[config.mk]
export PLATFORM = sky130hd
export DESIGN_NAME = mbr_queue
export DESIGN_NICKNAME = d
export VERILOG_FILES = /design/src/hdl/mbr_pkg.sv /design/src/hdl/mbr_queue.sv
export SDC_FILE = /design/constraint.sdc
export NUM_CORES = 1
export LEC_CHECK = 0
export BUFFER_PORTS_ARGS = -buffer_cell sky130_fd_sc_hd__buf_2
export CELL_PAD_IN_SITES_DETAIL_PLACEMENT = 1
export CELL_PAD_IN_SITES_GLOBAL_PLACEMENT = 1
export CORE_MARGIN = 4
export CORE_UTILIZATION = 44
export CTS_CLUSTER_DIAMETER = 150
export CTS_CLUSTER_SIZE = 20
export DETAILED_ROUTE_END_ITERATION = 6
export PLACE_DENSITY = 0.77
export SLEW_MARGIN = 30
export SYNTH_ARGS = -nofsm -noshare
export SYNTH_HDL_FRONTEND = slang
export SYNTH_SLANG_ARGS = --single-unit
[constraint.sdc]
create_clock -name clock -period 3.1 [get_ports clock]
set_clock_uncertainty 0.15 [all_clocks]
set_input_delay 0 -clock clock [delete_from_list [all_inputs] [get_ports clock]]
set_output_delay 0 -clock clock [all_outputs]
set_load 0.01 [all_outputs]
[src/hdl/mbr_pkg.sv]
// Shared types and constants for the multi-channel byte ring.
package mbr_pkg;

   // Parameter defaults
   localparam int CHANNELS_DEF = 4;
   localparam int CAPACITY_DEF = 256;

   // Channel field width as seen on the request port
   localparam int CH_W = 2;

   // Operation codes
   localparam logic FUNC_WRITE = 1'b0;
   localparam logic FUNC_READ  = 1'b1;

   // Classified operation handed from the front end to the back end
   typedef struct packed {
      logic            is_read;
      logic            in_range;
      logic [CH_W-1:0] channel;
      logic [7:0]      write_data;
      logic            batch_end;
   } op_type;

endpackage

[src/hdl/mbr_queue.sv]
// Two-entry queue decoupling the front end from the back end.
module mbr_queue (
   input  logic            clock,
   input  logic            reset,
   input  logic            push_valid,
   output logic            push_ready,
   input  mbr_pkg::op_type push_op,
   output logic            pop_valid,
   input  logic            pop_ready,
   output mbr_pkg::op_type pop_op
);

   mbr_pkg::op_type slot_ff [2];
   logic       wr_ptr_ff, rd_ptr_ff;
   logic [1:0] count_ff;
   logic       push_fire, pop_fire;

   assign push_ready = (count_ff != 2'd2);
   assign pop_valid  = (count_ff != 2'd0);
   assign push_fire  = push_valid & push_ready;
   assign pop_fire   = pop_valid & pop_ready;
   assign pop_op     = slot_ff[rd_ptr_ff];

   // Storage
   always_ff @(posedge clock) begin
      if (push_fire) begin
         slot_ff[wr_ptr_ff] <= push_op;
      end
   end

   // Pointers and occupancy
   always_ff @(posedge clock) begin
      if (reset) begin
         wr_ptr_ff <= 1'b0;
         rd_ptr_ff <= 1'b0;
         count_ff  <= 2'd0;
      end else begin
         if (push_fire) wr_ptr_ff <= ~wr_ptr_ff;
         if (pop_fire)  rd_ptr_ff <= ~rd_ptr_ff;
         case ({push_fire, pop_fire})
            2'b10:   count_ff <= count_ff + 2'd1;
            2'b01:   count_ff <= count_ff - 2'd1;
            default: count_ff <= count_ff;
         endcase
      end
   end

endmodule

### Yosys cells after proc, flatten, opt, wreduce, memory -nomap -nowiden

Memory sizes are Yosys's and may differ from the RTL's. A register that Yosys moved wholly into a read port is not among the register bits.
Index checks and enable logic that the tools add are counted.

| word-level totals | value |
|---|---|
| register bits after elaboration | 4 |
| bits in writable memories | 26 |
| input bits | 17 |
| output and inout port bits | 15 |
| memories | 1 |

| cells by class | value |
|---|---|
| add/subtract/negate cells | 2 |
| equality and inequality tests | 3 |
| muxes and demuxes | 5 |
| bitwise operators | 4 |
| reduce and logical (&&, ||, !) cells | 2 |

Memories:

| memory | depth | bits a word | read ports | clocked after memory_dff | write ports | line | source |
|---|---|---|---|---|---|---|---|
| slot_ff | 2 | 13 | 1 | 1 | 1 | mbr_queue.sv:13 | `mbr_pkg::op_type slot_ff [2];` |

Operator list:

| kind | number |
|---|---|
| $mux 1 | 4 |
| $pmux 2 s2 | 1 |
| $reduce_bool 2->1 | 2 |
| $add 2x1->2 const B | 1 |
| $and 1x1->1 | 2 |
| $eq 2x1->1 const B | 1 |
| $eq 2x2->1 const B | 1 |
| $ne 2x2->1 const B | 1 |
| $not 1->1 | 2 |
| $sub 2x1->2 const B | 1 |

### Depth between registers and ports, before layout

| logic depth | value |
|---|---|
| depth in word-level cells | 4 |
| gate-level depth with buffers | 6 |

### Worst setup path after synthesis

No wires, ideal clock.

| timing | value |
|---|---|
| path kind | reg-to-reg |
| start | register count_ff[0] |
| end | register count_ff[1] |
| library setup time | 0.070 ns |
| data arrival time | 1.462 ns |
| required time | 2.880 ns |
| slack | 1.419 ns |
| cell stages (with the launch flop) | 6 |
| buffers on the path | 0 |
| cells stage by stage | dfxtp_1 nand2b_1 nand2_1 ha_1 or3_1 a21oi_1 |

| on the way | value |
|---|---|
| longest elaborated chain between the ends | 4 |
| elaborated cells between the ends (all ways) | 10 |
| those cells by class | add/sub: 2; eq/ne: 3; mux: 1; bitwise: 2; reduce/logical: 2 |

RTL lines:

| item | line | source |
|---|---|---|
| from (decl) | mbr_queue.sv:15 | `logic [1:0] count_ff;` |
| from (signal assigned) | mbr_queue.sv:41 | `2'b10: count_ff <= count_ff + 2'd1;` |
| from (signal assigned) | mbr_queue.sv:42 | `2'b01: count_ff <= count_ff - 2'd1;` |
| from (signal assigned) | mbr_queue.sv:43 | `default: count_ff <= count_ff;` |
| $ne 2x2->1 (*) | mbr_queue.sv:18 | `assign push_ready = (count_ff != 2'd2);` |
| named net push_ready | mbr_queue.sv:6 | `output logic push_ready,` |
| $and 1x1->1 (*) | mbr_queue.sv:20 | `assign push_fire = push_valid & push_ready;` |
| $eq 2x1->1 or $eq 2x2->1 (tied branches) | mbr_queue.sv:40 | `case ({push_fire, pop_fire})` |
| $pmux 2 s2 or $reduce_bool 2->1 (tied branches) | -- |  |

Mark *: on every way through the listed nets, which the timed path passes. The rest lies on a longest branch.
A chain may end at the register's enable or synchronous reset.

### Worst setup path after layout

| timing | value |
|---|---|
| start | register count_ff[0] |
| end | register count_ff[1] |

| on the way | value |
|---|---|
| longest elaborated chain between the ends | 4 |
| elaborated cells between the ends (all ways) | 10 |
| those cells by class | add/sub: 2; eq/ne: 3; mux: 1; bitwise: 2; reduce/logical: 2 |

RTL lines:

| item | line |
|---|---|
| $ne 2x2->1 or $reduce_bool 2->1 (tied branches) | mbr_queue.sv:18, mbr_queue.sv:19 |
| $and 1x1->1, on equally long branches | mbr_queue.sv:20, mbr_queue.sv:21 |
| $eq 2x1->1 or $eq 2x2->1 (tied branches) | mbr_queue.sv:40 |
| $pmux 2 s2 or $reduce_bool 2->1 (tied branches) | -- |

Parallel ways exist; a longest one is shown, timed or not.

==> flow_summary.json <==
{
  "reg2reg_slack_ns": 1.35,
  "numCtsBuffers": 5,
  "vias": 702,
  "critPathRequiredTime_ns": 3.21,
  "ios": 32,
  "utilization": 0.629,
  "pre_cts_slack_ns": 1.35,
  "max-cap-violations": 0,
  "peakVddDrop_mv": 0.489,
  "fin_tns_setup_ns": 0,
  "critPathLaunchType": "register",
  "setup_slack_ns": 1.35,
  "p_leak_uw": 0.000615,
  "layout-drive-gt1-share": 0.449,
  "worstHoldStart": "push_op[12]",
  "status": "finished clean",
  "endpoint_kind": "register",
  "syn_nets": 82,
  "wl_um": 2290,
  "crit_arrival_ns": 1.86,
  "nNetsFinal": 135,
  "holdPathStages": 2,
  "fmax_mhz": 572,
  "dp_hpwl_um": 1510,
  "async_flop_share": 0,
  "coreArea_um2": 2500,
  "crit_type": "register to register",
  "area_growth_pct": 36.1,
  "yosys.area.top_type": "edfxtp_1",
  "whs_ns": 0.245,
  "rsz0062_at_grt": "no",
  "yosysTopAreaCellShare": 0.676,
  "vias_per_cell": 4.74,
  "drtIter0Drc": 2,
  "synth_edf_count": 26,
  "p_sw_uw": 344,
  "clock-sinks": 31,
  "grt_overflow_total": 0,
  "die_y_um": 59.2,
  "worst_hold_path.endpoint": "slot_ff[0][12]",
  "power_switching_share": 0.289,
  "grt_max_degree": 14,
  "combPwrFrac": 0.288,
  "yosys_warnings": 0,
  "post_cts_resized": 0,
  "seq_area_frac_synth": 0.763,
  "netlist_top_cells_count": "edfxtp_1 (26), mux2_2 (13), dfxtp_1 (5), nor2_1 (3)",
  "power_frac_seq": 0.494,
  "dieArea_um2": 3510,
  "dieWidth_um": 59.2,
  "relSlewSlack": 0.608,
  "hold_violations": 0,
  "post-route-period-util": 0.564,
  "first_global_vias": 788,
  "port_buffers": 31,
  "worstReg2RegStart": "count_ff[0]",
  "wl_per_cell_um": 15.5,
  "rows": 18,
  "p_int_uw": 846,
  "syn_inst": 64,
  "fin_crit_ns": 1.75,
  "r2r_end": "count_ff[1]",
  "pwr-share-clk": 0.218,
  "drc_errors": 0,
  "antenna_found_initial": 0,
  "slew_viol_final": 0,
  "insertion_delay_ns": 0.32,
  "power_density_nw_per_um2": 757,
  "ys_types": 19,
  "clkTransAtPathRegs_ns": 0.09,
  "synth.ff_latch_count": 31,
  "tightest_slew_ns": 0.587,
  "synth.top_cells.by_area": "edfxtp_1 (68%), mux2_2 (13%), dfxtp_1 (8.7%)",
  "yosysMostFrequentCell": "edfxtp_1",
  "track_usage": 0.156,
  "cp_max_fo": 5,
  "clockBufferDepth": 2,
  "tritoncts": "built",
  "reg2reg_depth": 5,
  "hold_path_class": "input pin to register",
  "place_congestion": 0.643,
  "diodes": 0,
  "cts.htree.levels": 2,
  "grt_pass1_wl_um": 3730,
  "root_buffer": "clkbuf_4",
  "initial_core_util": 0.462,
  "crit_start": "count_ff[0]",
  "setup_viol": 0,
  "ant_nets": 0,
  "postSynthAreaPerCell_um2": 18.0,
  "synthFlopType": "edfxtp_1",
  "first_pass_iters": 3,
  "synth_area_um2": 1150
}
power groups by stage:
stage	Clock [µW]	Combinational, µW	Sequential [µW]
finish	259	343	587
global route	285	381	601
CTS	269	346	590
detailed placement	0	328	600
global placement	0	316	593
floorplan	0	235	566
layout make-up:
cell class              count  area (µm²)
fillers                   252         928
flip-flops and latches     31         881
repair buffers             47         315
multi-input cells          31         265
clock buffers               8        68.8
well taps                  30        37.5
inverters                   1        3.75
per-stage QoR:
step | cells | power (µW) | area, µm²
global placement | 124 | 910 | 1340
detailed placement | 124 | 928 | 1340
finish | 148 | 1190 | 1570
global route | 148 | 1270 | 1570
CTS | 148 | 1210 | 1570
floorplan | 64 | 802 | 1150
registers in the layout, indices dropped and copies added, names as in the netlist, named ones only:
| name | cells |
|---|---|
| slot_ff | 26 |
| count_ff | 2 |
| wr_ptr_ff | 1 |
| rd_ptr_ff | 1 |
repair_timing:
| item | CTS | global route |
|---|---|---|
| hold buffers | 16 | 0 |
| setup endpoints to repair | 0 | 0 |
| buffers inserted | 0 | 0 |
| hold endpoints to repair | 31 | 0 |
critical path, stage by stage (launching register included):
cell	delay, ns
dfxtp_1	0.42
nand2b_1	0.22
nand2_1	0.08
ha_1	0.33
or3_1	0.36
a21oi_1	0.13
cell usage in the layout, fill, tap and decap left out, types with 2 or more instances in the layout:
| cell | netlist | final |
|---|---|---|
| xnor2_1 | 2 | 2 |
| clkbuf_8 | 0 | 2 |
| edfxtp_1 | 26 | 26 |
| clkbuf_4 | 0 | 5 |
| nor2_1 | 3 | 3 |
| dlygate4sd3_1 | 0 | 16 |
| mux2_2 | 13 | 13 |
| dfxtp_1 | 5 | 5 |
| a21oi_1 | 2 | 2 |
| buf_2 | 1 | 31 |
cells by family after synthesis:
group / Yosys count / share of synthesized area
compound gates: 5 / 0.0282
simple gates: 9 / 0.0412
fa+ha+maj: 1 / 0.0108
xor+xnor: 3 / 0.0228
flops: 31 / 0.763
mux: 13 / 0.127
buf+inv: 2 / 0.00758
per-layer routing:
metal  vias to the layer above  wire, µm  track usage
met5                         -         0            0
met4                         0        57        0.107
met3                         8       157       0.0436
met2                        22      1240        0.271
met1                       324       828        0.161
li1                        348         -            -
how the worst max path moves through the flow:
stage	end	slack, ns	cells after the start
6_report	count_ff[1]	1.35	5
5_1_grt	count_ff[1]	1.21	6
4_1_cts	pop_op[0]	1.32	2
3_5_place_dp	count_ff[1]	1.35	5
3_3_place_gp	slot_ff[1][9]	1.43	2
2_1_floorplan	count_ff[1]	1.42	5
Note: power is estimated with default switching activity, not from simulation.
